<file path="src/design/rhpf_pkg.sv">
// ----------------------------------------------------------------------------
// rhpf_pkg
// Shared constants, types and register indexes for the RGB 3x3 high-pass filter.
// ----------------------------------------------------------------------------
package rhpf_pkg;

  // Line store depth and derived widths
  localparam int MAX_ROW_PIXELS = 2048;
  localparam int COL_W          = $clog2(MAX_ROW_PIXELS);
  localparam int WEFF_W         = COL_W + 1;

  // Register and field widths
  localparam int WIDTH_W    = 12;
  localparam int HEIGHT_W   = 16;
  localparam int ROW_W      = HEIGHT_W + 1;
  localparam int CFG_IDX_W  = 2;
  localparam int CFG_DATA_W = 16;
  localparam int CMP_W      = (WIDTH_W > WEFF_W) ? WIDTH_W : WEFF_W;

  localparam int CH_W   = 8;
  localparam int NUM_CH = 3;
  localparam int PIX_W  = NUM_CH * CH_W;
  localparam int TAPS   = 9;

  // Channel slots inside a packed pixel
  localparam int CH_RED   = 2;
  localparam int CH_GREEN = 1;
  localparam int CH_BLUE  = 0;

  // Register reset values and lower limits
  localparam logic [WIDTH_W-1:0]  ROW_WIDTH_RST    = WIDTH_W'(640);
  localparam logic [HEIGHT_W-1:0] FRAME_HEIGHT_RST = HEIGHT_W'(480);
  localparam int                  MIN_DIM          = 3;

  // Configuration register indexes
  localparam logic [CFG_IDX_W-1:0] REG_ROW_WIDTH    = CFG_IDX_W'(0);
  localparam logic [CFG_IDX_W-1:0] REG_FRAME_HEIGHT = CFG_IDX_W'(1);

  typedef logic [NUM_CH-1:0][CH_W-1:0] pixel_t;
  typedef pixel_t [TAPS-1:0]           window_t;
  typedef logic [TAPS-1:0][CH_W-1:0]   chan_win_t;

  // Output bookkeeping that travels with a pixel down the pipeline
  typedef struct packed {
    logic has_result;
    logic border;
    logic last;
  } out_ctl_t;

endpackage

</file>
<file path="src/design/rhpf_merge.sv">
// ----------------------------------------------------------------------------
// rhpf_merge
// Output stage: pick filtered or pass-through pixel, hold it until taken.
// ----------------------------------------------------------------------------
module rhpf_merge (
  input  logic                     clk,
  input  logic                     rst_n,
  input  logic                     in_vld,
  input  rhpf_pkg::out_ctl_t       ctl,
  input  rhpf_pkg::pixel_t         center,
  input  rhpf_pkg::pixel_t         filt,
  output logic                     advance,
  output logic                     out_valid,
  input  logic                     out_ready,
  output rhpf_pkg::pixel_t         out_pix,
  output logic                     out_last
);
  import rhpf_pkg::*;

  logic   out_valid_r;
  pixel_t out_pix_r;
  logic   out_last_r;

  // Pipeline moves whenever the output register is free or being emptied
  assign advance = !out_valid_r || out_ready;

  always_ff @(posedge clk) begin
    if (!rst_n) begin
      out_valid_r <= 1'b0;
    end else if (advance) begin
      out_valid_r <= in_vld && ctl.has_result;
    end
  end

  always_ff @(posedge clk) begin
    if (advance) begin
      out_pix_r  <= ctl.border ? center : filt;
      out_last_r <= ctl.last;
    end
  end

  assign out_valid = out_valid_r;
  assign out_pix   = out_pix_r;
  assign out_last  = out_last_r;

endmodule

</file>
<file path="config.mk">
export PLATFORM = sky130hd
export DESIGN_NAME = rhpf_merge
export DESIGN_NICKNAME = d
export VERILOG_FILES = /design/src/design/rhpf_pkg.sv /design/src/design/rhpf_merge.sv
export SDC_FILE = /design/constraint.sdc
export NUM_CORES = 1
export LEC_CHECK = 0
export BUFFER_PORTS_ARGS = -buffer_cell sky130_fd_sc_hd__clkbuf_2
export CAP_MARGIN = 20
export CORE_MARGIN = 2
export CORE_UTILIZATION = 40
export CTS_CLUSTER_SIZE = 12
export DETAILED_ROUTE_END_ITERATION = 12
export PLACE_DENSITY = 0.88
export REMOVE_ABC_BUFFERS = 1
export SLEW_MARGIN = 20
export SYNTH_ARGS = -nofsm -noshare
export SYNTH_HDL_FRONTEND = slang
export SYNTH_SLANG_ARGS = --single-unit
export TNS_END_PERCENT = 10
</file>
<file path="constraint.sdc">
create_clock -name clk -period 1.6 [get_ports clk]
set_input_delay 0 -clock clk [delete_from_list [all_inputs] [get_ports clk]]
set_output_delay 0 -clock clk [all_outputs]
set_load 0.005 [all_outputs]
</file>
After elaboration in Yosys (flattened, before gate mapping)

Index checks and enable logic that the tools add are counted.

Muxes and demuxes: 1
Reduce and logical (&&, ||, !) cells: 3

Operators by type and width:

| kind               | count |
|---|---|
| 24-bit two-way mux | 1 |
| 1-bit logical AND  | 1 |
| 1-bit logical NOT  | 1 |
| 1-bit logical OR   | 1 |

Flip-flop bits (word level): 26
Output and inout bits: 27

Logic depth before layout (Yosys ltp)

Depth after elaboration: 2
Mapped depth: 3
Mapped depth without buffers: 2

Least setup slack after synthesis

OpenSTA, ideal clock, no wires.

Kind: register to register
Start point: register out_valid_r (netlist: out_valid)
End point: register out_last_r (netlist: out_last), enable pin
Setup time: 0.388 ns
Arrival time: 0.950 ns
Data required time: 1.212 ns
Path slack: 0.262 ns
Cell stages (with the launch flop): 2
Buffers on the path: 0
Period minus slack after synthesis: 1.338 ns
Cells stage by stage: dfxtp_1 nand2b_1

Word-level cells in the longest chain between the ends: 2

RTL lines:

| element                | line             | source |
|---|---|---|
| start, declared        | rhpf_merge.sv:20 | `logic out_valid_r;` |
| start signal, assigned | rhpf_merge.sv:31 | `out_valid_r <= in_vld && ctl.has_result;` |
| 1-bit logical NOT      | rhpf_merge.sv:25 | `assign advance = !out_valid_r \|\| out_ready;` |
| 1-bit logical OR       | rhpf_merge.sv:25 |  |
| net advance            | rhpf_merge.sv:12 | `output logic advance,` |
| end signal, assigned   | rhpf_merge.sv:38 | `out_last_r <= ctl.last;` |
| end, declared          | rhpf_merge.sv:22 | `logic out_last_r;` |

The timed path passes the listed nets, and every way through them passes these cells.
A chain may end at the register's enable or synchronous reset.

Worst setup path in the final report

Start point: register out_valid_r (netlist: out_valid)
End point: register out_valid_r (netlist: out_valid)

Word-level cells in the longest chain between the ends: 2

RTL lines:

| element           | line |
|---|---|
| 1-bit logical NOT | rhpf_merge.sv:25 |
| 1-bit logical OR  | rhpf_merge.sv:25 |

No other way between the ends.

==> flow_metrics.env <==
export IMPL_slew_violations=0
export IMPL_drt_iter0_drc=36
export IMPL_worstPathArrival_ns=1.76
export IMPL_grt_overflow_total=0
export IMPL_relSlewSlack=0.810
export IMPL_wl_per_cell_um=16.3
export IMPL_initial_core_util=0.426
export IMPL_final_setup_viol_count=0
export IMPL_outcome="completed"
export IMPL_grt_usage=0.222
export IMPL_diodes=0
export IMPL_syn_avg_cell_area_sq_um=21.2
export IMPL_cts_root_buf="clkbuf_4"
export IMPL_drive_gt1_frac=0.585
export IMPL_cap_viol_max_count=0
export IMPL_numPortBuffers=81
export IMPL_worst_pin_slew_ns=0.285
export IMPL_clockBufferDepth=2
export IMPL_finalPower_mw=1.54
export IMPL_fin_crit_sh=0.959
export IMPL_die_height_um=58.4
export IMPL_antenna_found_initial=0
export IMPL_p_seq_frac=0.540
export IMPL_pwr_share_comb=0.243
export IMPL_intPower_mw=1.21
export IMPL_critPathKind="reg2reg"
export IMPL_crit_chain="nand2b_1 > buf_6 > a21boi_0 > dlygate4sd3_1"
export IMPL_ys_seq_area_frac=0.650
export IMPL_finalCriticalPeriod_ns=1.53
export IMPL_crit_buf_inv=2
export IMPL_synth_seq_cells=26
export IMPL_cp_start_kind="register"
export IMPL_yosys_warnings=0
export IMPL_dp_hpwl_um=1840
export IMPL_hp_class="in2reg"
export IMPL_cpPeakStageDelay_ns=0.58
export IMPL_die_area_sq_um=3410
export IMPL_syn_instance_count=56
export IMPL_fillers=149
export IMPL_syn_to_final_growth_pct=82.2
export IMPL_rrSetupSlack_ns=0.07
export IMPL_rsz0062_at_grt="false"
export IMPL_hold_violations=0
export IMPL_grt_pass1_vias=1162
export IMPL_htreeDepth=1
export IMPL_route_detailed_drc=0
export IMPL_core_sq_um=2780
export IMPL_tns_ns=0
export IMPL_num_rows=19
export IMPL_swShare=0.216
export IMPL_ant_nets=0
export IMPL_p_leak_nw=1.05
export IMPL_clkTransAtPathRegs_ns=0.14
export IMPL_io_pins=82
export IMPL_globalplace_congestion=0.695
export IMPL_grt_pass1_wl_um=5460
export IMPL_clock_sinks=26
export IMPL_critPathMaxFanout=20
export IMPL_die_x_um=58.4
export IMPL_cts_buffers=3
export IMPL_slowest_stage="dlygate4sd3_1"
export IMPL_clk_latency_ns=0.32
export IMPL_crit_family="buffers and inverters"
export IMPL_cts_tree="done"
export IMPL_hold_worst_slack_ns=0.235
export IMPL_nets=249
export IMPL_yosysUniqueCellTypes=9
export IMPL_switchingPower_uw=332
export IMPL_critPathRequiredTime_ns=1.83
export IMPL_drt_first_pass_iters=4
export IMPL_synth_area_sq_um=1180
export IMPL_pwr_share_clk=0.217
export IMPL_grt_max_degree=21
export IMPL_ir_drop_mv=0.706
export IMPL_power_density_nw_per_um2=713
export IMPL_avgViaCountPerCell=4.62
export IMPL_end_kind="register"
export IMPL_vias=1035
export IMPL_fmax_mhz=652
export IMPL_finalWirelength_um=3650
export IMPL_fin_worst_skew_ns=0.00958
worst paths after layout:
path,startpoint,end,cells after the start
setup / recovery,out_valid,out_valid,4
hold / removal,out_ready,out_pix[20],3
setup reg to reg,out_valid,out_valid,4
hold reg to reg,out_valid,out_pix[20],2
layout by cell type (no fill, tap or decap), drive strengths merged:
cell type and n:
nand2 1, clkbuf 85, a21boi 1, edfxtp 25, dlygate4sd3 51, dfxtp 1, nand2b 1, mux2 24
buf 4
cell usage after synthesis:
cell type / count / share of area
a21boi_0: 1 / 0.0063
dfxtp_1: 1 / 0.017
buf_6: 1 / 0.0095
nand2_1: 1 / 0.0032
nand2b_1: 1 / 0.0053
mux2_4: 20 / 0.25
buf_12: 2 / 0.034
mux2_2: 4 / 0.038
edfxtp_1: 25 / 0.63
metrics by stage:
stage / std cells / worst slack [ns] / utilization / instance area, sq um
2_1_floorplan: 53 / 0.262 / - / 1130
3_5_place_dp: 169 / 0.585 / 0.578 / 1610
3_3_place_gp: 169 / 0.624 / 0.578 / 1610
4_1_cts: 224 / 0.117 / 0.775 / 2150
5_1_grt: 224 / 0.0197 / 0.776 / 2160
6_report: 224 / 0.0659 / 0.776 / 2160
power groups by stage:
stage                     Sequential [mW]  Clock, mW  Combinational [mW]
after floorplan                     0.852          0              0.0815
after global placement              0.842          0               0.233
after detailed placement            0.842          0               0.242
after CTS                           0.826      0.344               0.358
after global routing                0.837      0.356               0.399
final                               0.831      0.333               0.374
sequential cells by signal, indices dropped and copies added, names as in the netlist:
register and cells:
out_pix 24, out_last 1, out_valid 1
final cells by class:
cell class              count  area (sq um)  area share
repair buffers            136           950       0.440
flip-flops and latches     26           771       0.357
multi-input cells          27           363       0.168
well taps                  31          38.8      0.0180
clock buffers               4          36.3      0.0168
logic make-up after synthesis:
| group | after synthesis | synth area share |
|---|---|---|
| muxes | 24 | 0.291 |
| and+or+nand+nor | 2 | 0.00845 |
| DFF | 26 | 0.650 |
| buffers and inverters | 3 | 0.0433 |
| AOI/OAI and AO/OA | 1 | 0.00634 |
worst register-to-register path, cell delays in order (launching register included):
cell           delay [ns]
dfxtp_1              0.35
nand2b_1             0.14
buf_6                0.24
a21boi_0             0.12
dlygate4sd3_1        0.58
per-layer routing:
| metal | wire, um | vias to the layer above | share of wire | global-route usage |
|---|---|---|---|---|
| met3 | 392 | 4 | 0.11 | 0.0681 |
| li1 | - | 489 | - | - |
| met1 | 1260 | 479 | 0.34 | 0.238 |
| met4 | 27 | 0 | 0.0074 | 0.0664 |
| met5 | 0 | - | 0 | 0 |
| met2 | 1970 | 63 | 0.54 | 0.416 |
repair_timing:
item / CTS / global route
hold buffers: 51 / 0
setup endpoints to repair: 0 / 1
setup buffers: 0 / 0
gates resized for setup: 0 / 1
endpoints found under the hold margin: 26 / 0
(Power assumes the default switching activity.)
