## config.mk

```make
export PLATFORM = sky130hd
export DESIGN_NAME = rhpf_lane
export DESIGN_NICKNAME = d
export VERILOG_FILES = /design/src/design/rhpf_pkg.sv /design/src/design/rhpf_lane.sv
export SDC_FILE = /design/constraint.sdc
export NUM_CORES = 1
export LEC_CHECK = 0
export BUFFER_PORTS_ARGS = -buffer_cell sky130_fd_sc_hd__buf_2
export CAP_MARGIN = 30
export CORE_UTILIZATION = 30
export DETAILED_ROUTE_END_ITERATION = 12
export GPL_TIMING_DRIVEN = 0
export PLACE_DENSITY = 0.55
export SETUP_SLACK_MARGIN = 0.05
export SYNTH_ARGS = -nofsm -noshare
export SYNTH_HDL_FRONTEND = slang
export SYNTH_SLANG_ARGS = --single-unit
export TNS_END_PERCENT = 30
```

## constraint.sdc

```tcl
create_clock -name vclk -period 9.15
set_input_delay 0.915 -clock vclk [all_inputs]
set_output_delay 0.915 -clock vclk [all_outputs]
set_load 0.03 [all_outputs]
```

## src/design/rhpf_pkg.sv

```systemverilog
// ----------------------------------------------------------------------------
// rhpf_pkg
// Shared constants, types and register indexes for the RGB 3x3 high-pass filter.
// ----------------------------------------------------------------------------
package rhpf_pkg;

  // Line store depth and derived widths
  localparam int MAX_ROW_PIXELS = 2048;
  localparam int COL_W          = $clog2(MAX_ROW_PIXELS);
  localparam int WEFF_W         = COL_W + 1;

  // Register and field widths
  localparam int WIDTH_W    = 12;
  localparam int HEIGHT_W   = 16;
  localparam int ROW_W      = HEIGHT_W + 1;
  localparam int CFG_IDX_W  = 2;
  localparam int CFG_DATA_W = 16;
  localparam int CMP_W      = (WIDTH_W > WEFF_W) ? WIDTH_W : WEFF_W;

  localparam int CH_W   = 8;
  localparam int NUM_CH = 3;
  localparam int PIX_W  = NUM_CH * CH_W;
  localparam int TAPS   = 9;

  // Channel slots inside a packed pixel
  localparam int CH_RED   = 2;
  localparam int CH_GREEN = 1;
  localparam int CH_BLUE  = 0;

  // Register reset values and lower limits
  localparam logic [WIDTH_W-1:0]  ROW_WIDTH_RST    = WIDTH_W'(640);
  localparam logic [HEIGHT_W-1:0] FRAME_HEIGHT_RST = HEIGHT_W'(480);
  localparam int                  MIN_DIM          = 3;

  // Configuration register indexes
  localparam logic [CFG_IDX_W-1:0] REG_ROW_WIDTH    = CFG_IDX_W'(0);
  localparam logic [CFG_IDX_W-1:0] REG_FRAME_HEIGHT = CFG_IDX_W'(1);

  typedef logic [NUM_CH-1:0][CH_W-1:0] pixel_t;
  typedef pixel_t [TAPS-1:0]           window_t;
  typedef logic [TAPS-1:0][CH_W-1:0]   chan_win_t;

  // Output bookkeeping that travels with a pixel down the pipeline
  typedef struct packed {
    logic has_result;
    logic border;
    logic last;
  } out_ctl_t;

endpackage

```

## src/design/rhpf_lane.sv

```systemverilog
// ----------------------------------------------------------------------------
// rhpf_lane
// One color channel of the sharpen kernel: 3x3 weighted sum, clamped to a byte.
// ----------------------------------------------------------------------------
module rhpf_lane (
  input  rhpf_pkg::chan_win_t        taps,
  output logic [rhpf_pkg::CH_W-1:0]  filt
);
  import rhpf_pkg::*;

  localparam int SUM_W = CH_W + 5;

  logic [CH_W+1:0]    corner_sum;
  logic [CH_W+1:0]    edge_sum;
  logic [CH_W+2:0]    center_x5;
  logic signed [SUM_W-1:0] total;

  // Kernel 1,-2,1 / -2,5,-2 / 1,-2,1: corners, edges and center
  always_comb begin
    corner_sum = (CH_W+2)'(taps[0]) + (CH_W+2)'(taps[2]) +
                 (CH_W+2)'(taps[6]) + (CH_W+2)'(taps[8]);
    edge_sum   = (CH_W+2)'(taps[1]) + (CH_W+2)'(taps[3]) +
                 (CH_W+2)'(taps[5]) + (CH_W+2)'(taps[7]);
    center_x5  = {taps[4], 2'b00} + (CH_W+3)'(taps[4]);
    total      = $signed(SUM_W'(corner_sum)) + $signed(SUM_W'(center_x5)) -
                 $signed(SUM_W'({edge_sum, 1'b0}));
    if (total < 0) begin
      filt = '0;
    end else if (total > $signed(SUM_W'({CH_W{1'b1}}))) begin
      filt = '1;
    end else begin
      filt = total[CH_W-1:0];
    end
  end

endmodule

```

======== Yosys cells after proc, flatten, opt, wreduce, memory -nomap -nowiden ========
Cells that the tools add are included.
storage, ports and cells
  register bits after elaboration ......... 0
  latch bits .............................. 0
  RAM bits ................................ 0
  memory bits (read-only) ................. 0
  output and inout port bits .............. 8
  memories ................................ 0
cells by class
  $add $sub $neg .......................... 9
  $mul .................................... 0
  divide/modulo/power cells ............... 0
  $lt $le $gt $ge ......................... 2
  eq/ne operators ......................... 0
  shift operators ......................... 0
  multiplexer cells ....................... 2
  bitwise logic cells ..................... 0
  reductions and logical operators ........ 0
operators by type and width
  kind                                                                               count
  10-bit by 8-bit adder with 10-bit output                                           2
  9-bit by 8-bit adder with 10-bit output                                            2
  8-bit by 8-bit adder with 9-bit output                                             2
  8-bit 2-to-1 mux                                                                   2
  13-bit by 9-bit greater-than comparator with 1-bit output (second input constant)  1
  13-bit by 1-bit less-than comparator with 1-bit output (second input constant)     1
  12-bit by 11-bit subtractor with 13-bit output                                     1
  10-bit by 11-bit adder with 12-bit output                                          1
  10-bit by 8-bit adder with 11-bit output                                           1

======== Logic depth before layout (Yosys ltp) ========
Gate-level depths: netlist of run 1.
  word-level depth ........................ 8
  gate-level depth with buffers ........... 26

======== Worst setup path after synthesis of run 1 ========
No wires, ideal clock.
  path type ............................... input port to output port
  from .................................... input taps[9] (netlist bit)
  to ...................................... output filt[3] (netlist bit)
  arrival time ............................ 6993 ps
  required time ........................... 8235 ps
  slack ................................... 1242 ps
  cell stages on the path ................. 25
  buffers on the path ..................... 1
  cell sequence ........................... inv_1 -> fa_1 -> inv_1 -> fa_1 -> ha_1 -> fa_1 -> a21o_1 -> a21oi_1 -> xnor2_1 -> fa_1 -> inv_1 -> fa_1 -> inv_1 -> fa_1 -> inv_1 -> fa_1 -> inv_1 -> ha_1 -> inv_1 -> a221oi_2 -> a31o_1 -> o311ai_1 -> or4_1 -> buf_2 -> o21a_1
between the ends
  word-level cells in the longest chain between the ends .. 7
  elaborated cells on any way between the ends .. 8
  those cells by class .................... add/sub: 4; order compare: 2; mux: 2
ends and longest elaborated chain
  what                                                       line             source
  start, declared                                            rhpf_lane.sv:6   input rhpf_pkg::chan_win_t taps,
  8-bit by 8-bit adder with 9-bit output *                   rhpf_lane.sv:22  edge_sum = (CH_W+2)'(taps[1]) + (CH_W+2)'(taps[3]) +
  9-bit by 8-bit adder with 10-bit output *                  rhpf_lane.sv:22
  10-bit by 8-bit adder with 10-bit output *                 rhpf_lane.sv:23  (CH_W+2)'(taps[5]) + (CH_W+2)'(taps[7]);
  12-bit by 11-bit subtractor with 13-bit output *           rhpf_lane.sv:25  total = $signed(SUM_W'(corner_sum)) + $signed(SUM_W'(center_x5)) -
  13-bit by 9-bit greater-than comparator with 1-bit output  rhpf_lane.sv:29  end else if (total > $signed(SUM_W'({CH_W{1'b1}}))) begin
  8-bit 2-to-1 mux                                           rhpf_lane.sv:29
  8-bit 2-to-1 mux *                                         rhpf_lane.sv:27  if (total < 0) begin
  end, declared                                              rhpf_lane.sv:7   output logic [rhpf_pkg::CH_W-1:0] filt
Every way passes the cells marked *; elsewhere a longest branch is shown, timed or not.

======== Final worst setup path of run 1 ========
  from .................................... input taps[9] (netlist bit)
  to ...................................... output filt[4] (netlist bit)
The elaborated chain is that of the path after synthesis.

==> impl_metrics.json, run 1 <==
{
  "die-area_mm2": 0.00815,
  "post_cts_buffers": 0,
  "worst_slack_ps": 768,
  "hold_viol_final": 0,
  "drtAntennaViolNets": 0,
  "hold_class": "in -> out",
  "drv_slew": 0,
  "rsz0062_at_grt": "no",
  "core_area_mm2": 0.00741,
  "nets": 495,
  "syn_inst": 258,
  "synth_warnings": 0,
  "worstMarginPinSlew_ps": 508,
  "fin_tns_setup_ps": 0,
  "grt_first_pass_wirelength_um": 7600,
  "critPathMaxFanout": 8,
  "routedWlPerCell_um": 9.64,
  "place_ws_ps": 714,
  "fp-row-count": 31,
  "ys_seq_area_share_pct": 0,
  "post_cts_resized": 0,
  "synthDominantCellAreaShare_pct": 44.5,
  "finalWirelength_um": 4210,
  "grt-ovfl-total": 0,
  "final_area_mm2": 0.00286,
  "clockBufferCount": 0,
  "final.min_clock_period_ps": 8380,
  "initial_utilization_pct": 31.5,
  "drive_gt1_share_pct": 25.1,
  "nFlopsAndLatches": 0,
  "setup-violations-final": 0,
  "synth_fp_nets": 413,
  "yosys.area.top_type": "fa_1",
  "dieHeight_um": 90.3,
  "synth_most_common_cell": "inv_1",
  "regArea_um2": 0,
  "crit_arrival_ps": 7470,
  "diodes": 0,
  "max_freq_mhz": 119,
  "grt_max_degree": 9,
  "crit_type": "in -> out",
  "outcome": "finished, final reports clean",
  "vias": 1886,
  "placedInstanceArea_mm2": 0.00286,
  "cp-end-kind": "output pin",
  "synth_cell_types": 37,
  "area.growth.synth_to_final_pct": 22.4,
  "post-route-drc-count": 0,
  "slew_headroom_pct": 66.0,
  "place.detailed.hpwl_um": 4170,
  "maxCapViolCount": 0,
  "fin_crit_sh_pct": 91.6,
  "start_kind": "primary input",
  "vias_per_cell": 4.32,
  "grt_use_total_pct": 10.8,
  "antenna_found_initial": 0,
  "drtPass1Iterations": 4,
  "grt_pass1_vias": 1844,
  "port_buffers": 80,
  "synthesis.area_mm2": 0.00234,
  "synthTopCellsByArea": "fa_1 45%, ha_1 17%, inv_1 15%",
  "routabilityCongestion": 0.784,
  "synth_commonest_cells": "94 x inv_1, 52 x fa_1, 31 x ha_1",
  "crit_required_ps": 8240,
  "io_pins": 80,
  "syn_avg_cell_area_um2": 9.06,
  "cts-hold-fix-buffers": 0,
  "die_w_um": 90.3,
  "drt_iter0_markers": 24
}
## critical path, cell delays in order
cell	delay (ps)
buf_2	70
inv_1	40
fa_1	520
inv_1	50
fa_1	450
ha_1	240
fa_1	420
a21o_1	180
a21oi_1	230
xnor2_1	120
fa_1	480
inv_1	50
fa_1	520
inv_1	50
fa_1	530
inv_1	50
fa_1	490
inv_1	40
ha_1	340
inv_1	70
a221oi_2	260
a31o_1	220
o311ai_1	100
or4_1	470
buf_2	180
o21a_1	190
buf_2	170
## through the flow
step	utilization (%)	cells	hold WS [ps]
global placement	38.6	437	2320
detailed placement	38.6	437	2320
floorplan	-	258	2220
finish	38.6	437	2320
global route	38.6	437	2360
CTS	38.6	437	2320
## logic make-up (layout without fill, tap and decap cells)
logic type / Yosys count / count (layout) / share of synthesized area, %
AND/OR/NAND/NOR: 23 / 23 / 5.68
buffers and inverters: 96 / 176 / 15.5
adder cells (fa/ha/maj): 83 / 83 / 61.1
XOR/XNOR: 10 / 10 / 3.75
multiplexers: 2 / 2 / 0.910
AO/OA/AOI/OAI: 44 / 44 / 13.1
## area by class of cell
cell class,instances,area [um2]
fill,796,4550
multi-input combinational,162,1980
timing repair buffer,80,400
inverter,94,353
tap,99,124
buffer,2,8.76
## final timing paths
check | end | depth (start not counted) | start
max | filt[4] | 27 | taps[9]
min | filt[0] | 4 | taps[64]
## routing by layer
| metal | GRT usage (%) | up-vias | wire, um |
|---|---|---|---|
| li1 | - | 947 | - |
| met1 | 15.4 | 882 | 1890 |
| met2 | 18.8 | 57 | 2070 |
| met3 | 1.09 | 0 | 255 |
| met4 | 0 | 0 | 0 |
| met5 | 0 | - | 0 |
## layout by cell type (no fill, tap or decap), types with 2 or more instances in the layout
master    instances
inv_1            94
buf_2            81
fa_1             52
ha_1             31
a21oi_1          11
o21a_1            8
xnor2_1           7
o21ai_0           6
nor2_1            6
a21o_1            5
nand2_1           5
o21bai_1          4
xor2_1            3
nand2b_1          2
Power of run 1 is left out: the tool's default activity adds up to more than one toggle a clock period on the data nets, which glitch-free logic cannot reach.
==> inputs of run 2 (changes only) <==
- PLACE_DENSITY: 0.55 -> 0.58
==> run 2 against run 1 <==
Final cell count unchanged. Global-route usage decreased by 0.24 points. Die area is the same. Worst setup slack got worse by 20 ps. Sequential share of layout area did not move. Non-clock buffer count unchanged. Critical path depth is 1 lower.
==> impl_metrics.json, run 2 (synthesis results as in run 1) <==
{
  "outcome": "finished, final reports clean",
  "area.growth.synth_to_final_pct": 22.4,
  "crit_type": "in -> out",
  "hold_viol_final": 0,
  "post_cts_resized": 0,
  "grt_max_degree": 9,
  "drtPass1Iterations": 4,
  "hp-start": "taps[64]",
  "diodes": 0,
  "critPathMaxFanout": 8,
  "grt-ovfl-total": 0,
  "fin_tns_setup_ps": 0,
  "final.min_clock_period_ps": 8400,
  "regArea_um2": 0,
  "port_buffers": 80,
  "slew_headroom_pct": 64.1,
  "die_w_um": 90.3,
  "crit_required_ps": 8240,
  "fill_cells": 792,
  "dieHeight_um": 90.3,
  "post-route-drc-count": 0,
  "drt_iter0_markers": 24,
  "fp-row-count": 31,
  "setup-violations-final": 0,
  "post_cts_buffers": 0,
  "rsz0062_at_grt": "no",
  "grt_use_total_pct": 10.6,
  "drive_gt1_share_pct": 25.1,
  "critPathSlowestCell": "fa_1",
  "grt_pass1_vias": 1835,
  "routedWlPerCell_um": 9.68,
  "nets": 495,
  "routabilityCongestion": 0.803,
  "most-common-layout-cells": "94 x inv_1, 81 x buf_2, 52 x fa_1",
  "start_kind": "primary input",
  "max_freq_mhz": 119,
  "final_common_cell": "inv_1",
  "crit_arrival_ps": 7490,
  "place.detailed.hpwl_um": 4150,
  "vias_per_cell": 4.26,
  "cpPeakStageDelay_ps": 540,
  "core_area_mm2": 0.00741,
  "drtAntennaViolNets": 0,
  "min_to": "filt[0]",
  "cp-end-kind": "output pin",
  "die-area_mm2": 0.00815,
  "vias": 1862,
  "hold_class": "in -> out",
  "maxCapViolCount": 0,
  "fin_crit_sh_pct": 91.8,
  "finalWirelength_um": 4230,
  "min_path_cells": 4,
  "drv_slew": 0,
  "initial_utilization_pct": 31.5,
  "cts-hold-fix-buffers": 0,
  "clockBufferCount": 0,
  "worstMarginPinSlew_ps": 537,
  "antenna_found_initial": 0,
  "grt_first_pass_wirelength_um": 7380,
  "nFlopsAndLatches": 0,
  "crit_top_cell": "fa_1",
  "io_pins": 80
}
## run 2: cell counts in the layout (fill, tap and decap cells not counted)
No cell type changed its count.
## run 2: layout make-up
| type | instances | area (um2) | area share [%] |
|---|---|---|---|
| tap | 99 | 124 | 4.33 |
| multi-input combinational | 162 | 1980 | 69.0 |
| buffer | 2 | 8.76 | 0.306 |
| inverter | 94 | 353 | 12.3 |
| timing repair buffer | 80 | 400 | 14.0 |
## run 2: layer usage
layer	track usage [%]	wire length, um
met1	15.0	1960
met2	18.6	2040
met3	0.842	224
met4	0	0
met5	0	0
## run 2: worst max-delay path by stage
| stage | from | endpoint | slack, ps | depth (start not counted) |
|---|---|---|---|---|
| 2_1_floorplan | taps[9] | filt[3] | 1240 | 25 |
| 3_3_place_gp | taps[9] | filt[5] | 720 | 27 |
| 6_report | taps[9] | filt[3] | 750 | 26 |
| 5_1_grt | taps[9] | filt[4] | 360 | 26 |
| 4_1_cts | taps[9] | filt[5] | 690 | 27 |
| 3_5_place_dp | taps[9] | filt[5] | 700 | 27 |
## run 2: critical path, delay by kind of cell
family | cells | cell delay, ps
compound gates | 5 | 1050
fa+ha+maj | 9 | 4010
xor+xnor | 1 | 110
simple gates | 2 | 680
buf+inv | 9 | 710
## run 2: stage by stage
stage	std cells	setup WS [ps]	instance area (um2)	utilization, %	hold WS (ps)
global route	437	355	2860	38.6	2350
CTS	437	687	2860	38.6	2330
floorplan	258	1240	2340	-	2220
global placement	437	722	2860	38.6	2330
finish	437	748	2860	38.6	2320
detailed placement	437	697	2860	38.6	2330
Power of run 2 is left out for the same reason.
==> inputs of run 3 (changes only) <==
- REMOVE_ABC_BUFFERS: not set -> 1
==> run 3 against run 2 <==
Non-clock buffer count fell by 2. Fmax fell by 0.63%. Critical endpoint unchanged. First-iteration DRC count fell by 4.2%. Worst setup slack got worse by 54 ps. Sequential share of layout area did not move. Critical path type unchanged.
==> impl_metrics.json, run 3 (synthesis results as in run 1) <==
{
  "grt-busiest-layer": "met2",
  "worstSetupEndpoint": "filt[3]",
  "drv_slew": 0,
  "final_common_cell": "inv_1",
  "cp-end-kind": "output pin",
  "start_kind": "primary input",
  "regArea_um2": 0,
  "nFlopsAndLatches": 0,
  "vias_per_cell": 4.28,
  "crit_required_ps": 8240,
  "grt_max_degree": 9,
  "hold_slack_ps": 2330,
  "diodes": 0,
  "core_area_mm2": 0.00741,
  "initial_utilization_pct": 31.5,
  "die-area_mm2": 0.00815,
  "grt_use_total_pct": 10.8,
  "finalWirelength_um": 4200,
  "die_w_um": 90.3,
  "crit_arrival_ps": 7540,
  "antenna_found_initial": 0,
  "critPathLaunch": "taps[9]",
  "fin_tns_setup_ps": 0,
  "post_cts_resized": 0,
  "rsz0062_at_grt": "no",
  "post-route-drc-count": 0,
  "drive_gt1_share_pct": 25.0,
  "multi_input_area_mm2": 0.00198,
  "fin_crit_sh_pct": 92.4,
  "grt_first_pass_wirelength_um": 7560,
  "clockBufferCount": 0,
  "grt_pass1_vias": 1802,
  "final.min_clock_period_ps": 8460,
  "drtAntennaViolNets": 0,
  "routabilityCongestion": 0.795,
  "fill_cells": 815,
  "io_pins": 80,
  "outcome": "finished, final reports clean",
  "post_cts_buffers": 0,
  "use_met1_pct": 15.9,
  "setup-violations-final": 0,
  "crit_type": "in -> out",
  "critPathMaxFanout": 8,
  "area.growth.synth_to_final_pct": 22.1,
  "slew_headroom_pct": 64.7,
  "met2_usage_pct": 18.6,
  "place.detailed.hpwl_um": 4160,
  "maxCapViolCount": 0,
  "hold_class": "in -> out",
  "most-common-layout-cells": "94 x inv_1, 80 x buf_2, 52 x fa_1",
  "cts-hold-fix-buffers": 0,
  "routedWlPerCell_um": 9.65,
  "drtPass1Iterations": 4,
  "port_buffers": 80,
  "met3_usage_pct": 0.673,
  "hold_viol_final": 0,
  "max_freq_mhz": 118,
  "drt_iter0_markers": 23,
  "dieHeight_um": 90.3,
  "vias": 1860,
  "grt-ovfl-total": 0,
  "worstMarginPinSlew_ps": 527,
  "fp-row-count": 31,
  "nets": 493
}
run 3: worst min path at each step:
stage / cells after the start / to / from / slack (ps)
floorplan: 2 / filt[0] / taps[64] / 2220
global placement: 4 / filt[0] / taps[64] / 2330
detailed placement: 4 / filt[0] / taps[64] / 2330
CTS: 4 / filt[0] / taps[64] / 2330
global route: 4 / filt[0] / taps[64] / 2380
finish: 4 / filt[0] / taps[64] / 2330
run 3: worst max-delay path: stages:
cell and delay (ps):
buf_2 70, inv_1 40, fa_1 530, inv_1 50, fa_1 450, ha_1 250, fa_1 410, a21o_1 180
a21oi_1 220, xnor2_1 120, fa_1 480, inv_1 50, fa_1 520, inv_1 50, fa_1 540, inv_1 50
fa_1 490, inv_1 40, ha_1 350, a21oi_1 330, nor4bb_1 270, o32ai_1 130, or4_1 570, o21a_1 250
buf_2 170
run 3: cell type report:
class	count	area share, %
multi-input combinational	162	69.3
tap	99	4.34
timing repair buffer	80	14.0
inverter	94	12.4
run 3: stage by stage:
step                worst slack, ps  std cells  util [%]  cell area [um2]
floorplan                      1230        256         -             2330
global placement                684        435      38.5             2850
detailed placement              649        435      38.5             2850
CTS                             643        435      38.5             2850
global route                    322        435      38.5             2850
finish                          694        435      38.5             2850
run 3: metal layers:
| metal | part of all wire (%) | vias to the layer above |
|---|---|---|
| met4 | 0 | 0 |
| met3 | 6.1 | 0 |
| met1 | 45 | 861 |
| met5 | 0 | - |
| li1 | - | 941 |
| met2 | 48 | 58 |
Power of run 3 is left out for the same reason.
